## config.mk

```make
export PLATFORM = sky130hd
export DESIGN_NAME = pds_ctrl
export DESIGN_NICKNAME = d
export VERILOG_FILES = /design/src/sv/pds_pkg.sv /design/src/sv/pds_ctrl.sv
export SDC_FILE = /design/constraint.sdc
export NUM_CORES = 1
export LEC_CHECK = 0
export BUFFER_PORTS_ARGS = -buffer_cell sky130_fd_sc_hd__buf_4
export CAP_MARGIN = 20
export CORE_AREA = 5 5 42 44
export DETAILED_ROUTE_END_ITERATION = 8
export DIE_AREA = 0 0 47 49
export PLACE_DENSITY = 0.54
export SYNTH_ARGS = -nofsm -noshare
export SYNTH_HDL_FRONTEND = slang
export SYNTH_SLANG_ARGS = --single-unit
```

## constraint.sdc

```tcl
create_clock -name clock -period 1.4 [get_ports clock]
set_input_delay 0.35 -clock clock [delete_from_list [all_inputs] [get_ports clock]]
set_output_delay 0.35 -clock clock [all_outputs]
set_load 0.05 [all_outputs]
```

## src/sv/pds_pkg.sv

```systemverilog
// ----------------------------------------------------------------------------
// pds_pkg
// Shared widths, register indexes and control types of the PLL divider search.
// ----------------------------------------------------------------------------
package pds_pkg;

   // Field and internal widths.
   localparam int FREQ_W = 30;
   localparam int TGT_W  = 27;
   localparam int NW     = 8;   // N counter, parameters reach 255
   localparam int MW     = 15;  // M counter, parameters reach 32767
   localparam int DW     = 8;   // D counter
   localparam int NUM_W  = 47;  // 2(M+1)f
   localparam int DEN_W  = 17;  // (N+1)(D+1)
   localparam int TDEN_W = 44;  // target times denominator
   localparam int PROD_W = 64;  // error cross products
   localparam int IDX_W  = 3;

   localparam logic [FREQ_W-1:0] FREQ_MAX = {FREQ_W{1'b1}};

   // Configuration register indexes.
   localparam logic [IDX_W-1:0] CSR_IRC     = 3'd0;
   localparam logic [IDX_W-1:0] CSR_OSC     = 3'd1;
   localparam logic [IDX_W-1:0] CSR_RTC     = 3'd2;
   localparam logic [IDX_W-1:0] CSR_PLL_MIN = 3'd3;
   localparam logic [IDX_W-1:0] CSR_PLL_MAX = 3'd4;

   // Source codes.
   localparam logic [1:0] SRC_IRC = 2'd0;
   localparam logic [1:0] SRC_OSC = 2'd1;
   localparam logic [1:0] SRC_RTC = 2'd2;

   typedef struct packed {
      logic [FREQ_W-1:0] irc;
      logic [FREQ_W-1:0] osc;
      logic [FREQ_W-1:0] rtc;
      logic [FREQ_W-1:0] pll_min;
      logic [FREQ_W-1:0] pll_max;
   } cfg_type;

   // Commands from the controller to the datapath.
   typedef struct packed {
      logic load;
      logic dir_step;
      logic dsr_step;
      logic src_step;
      logic div_start;
   } cmd_type;

   // Status from the datapath to the controller.
   typedef struct packed {
      logic dir_last;
      logic dir_hit;
      logic d_done;
      logic s_done;
      logic pipe_busy;
      logic div_done;
   } sts_type;

endpackage

```

## src/sv/pds_ctrl.sv

```systemverilog
// ----------------------------------------------------------------------------
// pds_ctrl
// Sequencer for the search phases; issues commands and raises the result strobe.
// ----------------------------------------------------------------------------
module pds_ctrl (
   input  logic             clock,
   input  logic             reset,
   input  logic             start,
   input  pds_pkg::sts_type sts,
   output pds_pkg::cmd_type cmd,
   output logic             busy,
   output logic             rsp_valid
);
   import pds_pkg::*;

   typedef enum logic [2:0] {
      ST_IDLE,
      ST_DIR,
      ST_CHK,
      ST_DSR,
      ST_SRCH,
      ST_DRAIN,
      ST_DIV_GO,
      ST_DIV_WAIT
   } state_type;

   state_type state_ff;
   logic      busy_ff;
   logic      rsp_valid_ff;

   // Commands follow directly from the state, gated by start and the status.
   always_comb begin
      cmd.load      = (state_ff == ST_IDLE) && start;
      cmd.dir_step  = (state_ff == ST_DIR);
      cmd.dsr_step  = (state_ff == ST_DSR) && !sts.d_done;
      cmd.src_step  = (state_ff == ST_SRCH) && !sts.s_done;
      cmd.div_start = (state_ff == ST_DIV_GO);
   end

   always_ff @(posedge clock) begin
      if (reset) begin
         state_ff     <= ST_IDLE;
         busy_ff      <= 1'b0;
         rsp_valid_ff <= 1'b0;
      end else begin
         rsp_valid_ff <= 1'b0;
         case (state_ff)
            ST_IDLE: begin
               if (start) begin
                  state_ff <= ST_DIR;
                  busy_ff  <= 1'b1;
               end
            end
            ST_DIR: begin
               if (sts.dir_last) begin
                  state_ff <= ST_CHK;
               end
            end
            ST_CHK: begin
               if (sts.dir_hit) begin
                  state_ff     <= ST_IDLE;
                  busy_ff      <= 1'b0;
                  rsp_valid_ff <= 1'b1;
               end else begin
                  state_ff <= ST_DSR;
               end
            end
            ST_DSR: begin
               if (sts.d_done) begin
                  state_ff <= ST_SRCH;
               end
            end
            ST_SRCH: begin
               if (sts.s_done) begin
                  state_ff <= ST_DRAIN;
               end
            end
            ST_DRAIN: begin
               if (!sts.pipe_busy) begin
                  state_ff <= ST_DIV_GO;
               end
            end
            ST_DIV_GO: begin
               state_ff <= ST_DIV_WAIT;
            end
            ST_DIV_WAIT: begin
               if (sts.div_done) begin
                  state_ff     <= ST_IDLE;
                  busy_ff      <= 1'b0;
                  rsp_valid_ff <= 1'b1;
               end
            end
            default: begin
               state_ff <= ST_IDLE;
               busy_ff  <= 1'b0;
            end
         endcase
      end
   end

   assign busy      = busy_ff;
   assign rsp_valid = rsp_valid_ff;

endmodule

```

Yosys cells after proc, flatten, opt, wreduce, memory -nomap -nowiden
Index checks and enable logic that the tools add are counted.
{"block": "totals", "reg_bits": 5, "in_bits": 9, "output_inout_bits": 7, "wordCells": 41}
{"block": "classes", "n_eq_ne": 14, "n_mux": 15, "reduce_logical": 9}
{"op": "$pmux 3 s8", "count": 1}
{"op": "$mux 3", "count": 6}
{"op": "$ne 2x2->1 const B", "count": 7}
{"op": "$eq 3x3->1 const B", "count": 4}
{"op": "$eq 3x2->1 const B", "count": 2}
{"op": "$reduce_and 6->1", "count": 1}
{"op": "$mux 1", "count": 5}
{"op": "$reduce_and 4->1", "count": 1}
{"op": "$eq 3x1->1 const B", "count": 1}
{"op": "$logic_and 1x1->1", "count": 3}
{"op": "$logic_not 3->1", "count": 1}
{"op": "$pmux 1 s3", "count": 1}
{"op": "$reduce_bool 3->1", "count": 1}
{"op": "$logic_not 1->1", "count": 2}
{"op": "$mux 2", "count": 1}
{"op": "$pmux 1 s2", "count": 1}

Logic depth before layout (Yosys ltp)
Gate-level depths: netlist of the first run.
{"block": "depth", "depth_word": 3, "ltp_mapped": 6, "depth_no_buf": 5}

Worst setup path after synthesis of the first run
Ideal clock, no wire load.
{"block": "synth_path", "path_kind": "register to output", "start": "register state_ff[0]", "end": "output port cmd[4] (netlist bit)", "arrival_time_ns": 2.208, "required_ns": 1.050, "path_slack_ns": -1.158, "stages_incl_launch_ff": 3, "path_buffers": 1, "cell_sequence": "dfxtp_1 > buf_2 > nor4b_1"}
{"element": "start, declared", "line": "pds_ctrl.sv:27", "text": "state_type state_ff;"}
{"element": "start signal, assigned", "line": "pds_ctrl.sv:42", "text": "state_ff <= ST_IDLE;"}
{"element": "start signal, assigned", "line": "pds_ctrl.sv:50", "text": "state_ff <= ST_DIR;"}
{"element": "start signal, assigned", "line": "pds_ctrl.sv:56", "text": "state_ff <= ST_CHK;"}
{"element": "end, declared", "line": "pds_ctrl.sv:10", "text": "output pds_pkg::cmd_type cmd,"}

==> results of run 1 <==
metrics by stage:
step | utilization [%] | std cells
after floorplan | - | 40
after global placement | 37.8 | 73
after detailed placement | 37.8 | 73
after CTS | 47.5 | 84
after global routing | 48.6 | 86
final | 48.6 | 86
power by group:
part           switching, mW  leakage (nW)  internal [mW]
clock network         0.0515        0.0150          0.107
logic                  0.242         0.230          0.282
registers             0.0432        0.0431          0.173
total                  0.337         0.288          0.562
synth_stat cells:
master    instances  area, sq um
a21oi_1           4         20.0
a311oi_1          1         8.76
a31oi_1           1         6.26
buf_2             2         10.0
clkbuf_1          1         3.75
dfxtp_1           5          100
inv_1             1         3.75
mux2_4            1         15.0
mux2i_1           1         10.0
nand2_1           5         18.8
nand2b_1          2         12.5
nand3_1           2         10.0
nand4_1           1         6.26
nor2_1            4         15.0
nor3_1            1         5.00
nor3b_1           1         7.51
nor4b_1           1         8.76
nor4bb_1          1         10.0
o21ai_0           1         5.00
o21ai_1           1         5.00
o22ai_2           2         25.0
or2_1             1         6.26
worst max path at each step:
stage | startpoint | end | depth (start not counted)
after floorplan | state_ff[1] | cmd[2] | 2
after global placement | state_ff[2] | cmd[1] | 3
after detailed placement | state_ff[2] | cmd[1] | 3
after CTS | state_ff[0] | cmd[1] | 3
after global routing | state_ff[0] | cmd[1] | 3
final | state_ff[0] | cmd[1] | 3
metal layers:
layer / GRT usage (%) / share of wire (%) / up-vias
li1: - / - / 204
met1: 12.5 / 42 / 185
met2: 17.4 / 54 / 8
met3: 4.43 / 4.1 / 0
met4: 2.76 / 0 / 0
met5: 0 / 0 / -
logic make-up after synthesis:
logic type,synth area share [%]
mux,8.00
flops,32.0
buf+inv,5.60
compound gates,22.4
simple gates,32.0
what timing repair did:
item                                    in CTS  in global routing
buffers inserted                             7                  2
endpoints found under the setup margin       5                  6
hold buffers                                 0                  0
resized for setup                           17                  0
pin swaps                                    4                  2
flip-flops by register name, summed over array words and instances, names as in the netlist:
signal     flops
state_ff       3
rsp_valid      1
busy           1
layout make-up:
| cell class | count | area, sq um | share of cell area (%) |
|---|---|---|---|
| Multi-Input combinational cell | 31 | 260 | 38.2 |
| Tap cell | 16 | 20.0 | 2.94 |
| Timing Repair Buffer | 29 | 259 | 38.1 |
| Clock buffer | 4 | 26.3 | 3.86 |
| Inverter | 1 | 3.75 | 0.551 |
| Sequential cell | 5 | 111 | 16.4 |
==> results.sh, run 1 <==
export IMPL_status="finished with violations"
export IMPL_violations="setup timing"
export IMPL_required_ns=1.05
export IMPL_syn_nets=49
export IMPL_port_buffers=15
export IMPL_drv_cap=0
export IMPL_synth_cell_types=22
export IMPL_syn_area_sq_um=313
export IMPL_r2r_slack_ns=-0.04
export IMPL_crit_arrival_ns=1.14
export IMPL_avgSynthCellArea_sq_um=7.82
export IMPL_r2r_start="state_ff[0]"
export IMPL_dieArea_sq_mm=0.00230
export IMPL_diodes=0
export IMPL_dp_hpwl_um=680
export IMPL_root_buffer="clkbuf_4"
export IMPL_fin_nets=80
export IMPL_insertion_delay_ns=0.23
export IMPL_min_path_type="in -> reg"
export IMPL_layout_drive_gt1_share_pct=64.3
export IMPL_die_x_um=47
export IMPL_cts_buffer_depth=2
export IMPL_io_pins=16
export IMPL_relSlewSlack_pct=84.0
export IMPL_ir_worst_vdd_uv=676
export IMPL_path_clk_slew_ns=0.04
export IMPL_tritoncts="yes"
export IMPL_antenna_found_initial=0
export IMPL_dieHeight_um=49
export IMPL_min_to="state_ff[0]"
export IMPL_viasPerCell=4.62
export IMPL_crit_family="flip-flops"
export IMPL_grt_overflow=0
export IMPL_p_leak_nw=0.288
export IMPL_grt_pass1_vias=419
export IMPL_start_kind="flip-flop"
export IMPL_grt_max_degree=9
export IMPL_critPathMaxFanout=6
export IMPL_skew_ns=0.00313
export IMPL_max_stage_delay_ns=0.37
export IMPL_drc=0
export IMPL_fillers=146
export IMPL_pre_cts_slack_ns=0.0213
export IMPL_reg2reg_depth=5
export IMPL_rows=14
export IMPL_layout_commonest_cell="buf_4"
export IMPL_setup_tns_ns=-0.348
export IMPL_vias=397
export IMPL_drtPass1Iterations=4
export IMPL_ant_nets=0
export IMPL_grt_setup_unrepaired="true"
export IMPL_max_freq_mhz=670
export IMPL_worstHoldStart="reset"
export IMPL_grt_usage_pct=10.7
export IMPL_final_area_sq_um=681
export IMPL_fin_ws_ns=-0.0918
export IMPL_coreArea_sq_mm=0.00140
export IMPL_drt_total_wl_mm=1.05
export IMPL_layout_common_cells="18 x buf_4, 11 x buf_6, 4 x nand2_1, 4 x a21oi_1"
export IMPL_whs_path_depth=2
export IMPL_hold_viol=0
export IMPL_post_route_min_period_ns=1.49
export IMPL_finalSetupViolCount=7
export IMPL_ys_seq_area_share_pct=32.0
export IMPL_start_util_pct=22.3
export IMPL_synth_cells=40
export IMPL_r2r_end="state_ff[1]"
export IMPL_min_period_over_period_pct=107
export IMPL_place_congestion=0.723
export IMPL_place_area_sq_um=529
export IMPL_clock_sinks=5
export IMPL_wl_per_cell_um=12.2
export IMPL_timing_hold_ws_ns=0.302
export IMPL_tightest_slew_ns=0.239
export IMPL_drv_slew=0
export IMPL_drt_iter0_drc=5
export IMPL_cellPowerDensity_mw_per_mm2=1320
export IMPL_syn_to_final_growth_pct=118
export IMPL_grt_pass1_wl_mm=1.80
export IMPL_ys_warn_count=0
export IMPL_cts_buffers=3
export IMPL_synth_seq_cells=5
export IMPL_critical_path_class="reg -> out"
export IMPL_crit_buf_inv=1
export IMPL_htreeDepth=1
export IMPL_path_cells="or2_4 -> nor3_4 -> buf_6"
export IMPL_cp_slowest_cell="dfxtp_4"
export IMPL_end_kind="output port"
export IMPL_fin_total_pwr_mw=0.899
Note: power is estimated with default switching activity, not from simulation.
==> run 2: changes to the inputs <==
SKIP_LAST_GASP = 1   (was not set)
TNS_END_PERCENT = 10   (was not set)
==> results.sh, run 2 (same netlist as run 1, synthesis figures left out) <==
export IMPL_status="finished with violations"
export IMPL_violations="setup timing"
export IMPL_regArea_sq_um=111
export IMPL_drv_cap=0
export IMPL_dp_cells=76
export IMPL_antenna_found_initial=0
export IMPL_drt_iter0_drc=10
export IMPL_worstHoldStart="reset"
export IMPL_post_route_min_period_ns=1.49
export IMPL_crit_buf_inv=2
export IMPL_cts_buffers=3
export IMPL_clock_sinks=5
export IMPL_rows=14
export IMPL_fin_nets=78
export IMPL_end_kind="output port"
export IMPL_start_kind="flip-flop"
export IMPL_fin_total_pwr_mw=0.860
export IMPL_largest_register="state_ff"
export IMPL_cp_endpoint="cmd[2]"
export IMPL_diodes=0
export IMPL_drv_slew=0
export IMPL_htreeDepth=1
export IMPL_cp_depth=3
export IMPL_min_period_over_period_pct=106
export IMPL_insertion_delay_ns=0.24
export IMPL_dieHeight_um=49
export IMPL_cellPowerDensity_mw_per_mm2=1340
export IMPL_ir_worst_vdd_uv=821
export IMPL_skew_ns=0.00490
export IMPL_final_area_sq_um=641
export IMPL_grt_max_degree=9
export IMPL_p_leak_nw=0.273
export IMPL_syn_to_final_growth_pct=105
export IMPL_drc=0
export IMPL_place_congestion=0.778
export IMPL_port_buffers=15
export IMPL_start_util_pct=22.3
export IMPL_dieArea_sq_mm=0.00230
export IMPL_reg2reg_depth=5
export IMPL_critPathLaunch="state_ff[0]"
export IMPL_hold_viol=0
export IMPL_grt_pass1_vias=375
export IMPL_finalSetupViolCount=7
export IMPL_pre_cts_slack_ns=-0.0816
export IMPL_path_clk_slew_ns=0.05
export IMPL_cp_slowest_cell="dfxtp_4"
export IMPL_r2r_slack_ns=-0.03
export IMPL_relSlewSlack_pct=82.4
export IMPL_max_stage_delay_ns=0.37
export IMPL_critPathMaxFanout=5
export IMPL_min_path_type="in -> reg"
export IMPL_fin_ws_ns=-0.0906
export IMPL_crit_arrival_ns=1.14
export IMPL_coreArea_sq_mm=0.00140
export IMPL_critical_path_class="reg -> out"
export IMPL_io_pins=16
export IMPL_path_cells="buf_4 -> nor4bb_4 -> buf_6"
export IMPL_largest_reg_flops=3
export IMPL_multi_input_comb_area_sq_um=258
export IMPL_tightest_slew_ns=0.263
export IMPL_wl_per_cell_um=12.4
export IMPL_required_ns=1.05
export IMPL_max_freq_mhz=671
export IMPL_grt_setup_unrepaired="true"
export IMPL_fillers=139
export IMPL_crit_family="flip-flops"
export IMPL_instances_no_fill=84
export IMPL_viasPerCell=4.79
export IMPL_drtPass1Iterations=4
export IMPL_ant_nets=0
export IMPL_r2r_start="state_ff[0]"
export IMPL_cts_buffer_depth=2
export IMPL_grt_overflow=0
export IMPL_final_core_util_pct=45.7
export IMPL_die_x_um=47
export IMPL_vias=402
export IMPL_tritoncts="yes"
export IMPL_drt_total_wl_mm=1.04
export IMPL_dp_hpwl_um=698
export IMPL_place_area_sq_um=551
export IMPL_layout_common_cells="22 x buf_4, 5 x nand2_1, 5 x buf_6, 4 x a21oi_1"
export IMPL_root_buffer="clkbuf_4"
export IMPL_layout_commonest_cell="buf_4"
export IMPL_grt_pass1_wl_mm=1.66
export IMPL_grt_usage_pct=10.2
export IMPL_r2r_end="state_ff[1]"
export IMPL_layout_drive_gt1_share_pct=63.2
## run 2: changes by cell type in the layout (fill, tap and decap cells not counted)
cell and change:
buf_4 +4, buf_6 -6, inv_1 -1, inv_2 +1
nand2_1 +1, nand2_2 -1
## run 2: worst min-delay path by stage
stage / slack, ns / cells past startpoint / to
floorplan: 0.41 / 1 / state_ff[1]
global placement: 0.49 / 2 / busy
detailed placement: 0.49 / 2 / busy
CTS: 0.29 / 2 / state_ff[2]
global route: 0.28 / 2 / state_ff[2]
finish: 0.30 / 2 / state_ff[2]
## run 2: stage by stage
step	TNS [ns]	hold WS, ns
finish	-0.490	0.296
global route	-0.841	0.285
CTS	-0.508	0.289
detailed placement	-0.0908	0.487
global placement	-0.0860	0.485
floorplan	-0.405	0.412
## run 2: final cells by class
cell class,instances,share of cell area [%]
multi-input combinational,31,40.2
inverter,1,0.586
tap,16,3.13
timing repair buffer,27,34.6
sequential,5,17.4
clock buffer,4,4.10
## run 2: timing repair
| action | 4_1_cts | 5_1_grt |
|---|---|---|
| endpoints found under the setup margin | 6 | 7 |
| resized for setup | 11 | 1 |
| buffers inserted | 3 | 1 |
| gates cloned | 0 | 0 |
| pin swaps | 2 | 1 |
| hold buffers | 0 | 0 |
## run 2: metal layers
layer	global-route usage [%]	routed length [um]	part of all wire, %
met1	11.9	412	40
met2	14.7	532	51
met3	6.27	83	8.0
met4	4.15	11	1.1
met5	0	0	0
## run 2: report_power, final
group          switching, mW  internal, mW  leakage [nW]
Sequential            0.0347         0.173        0.0431
Clock                 0.0613         0.108        0.0150
Combinational          0.242         0.242         0.215
Total                  0.338         0.522         0.273
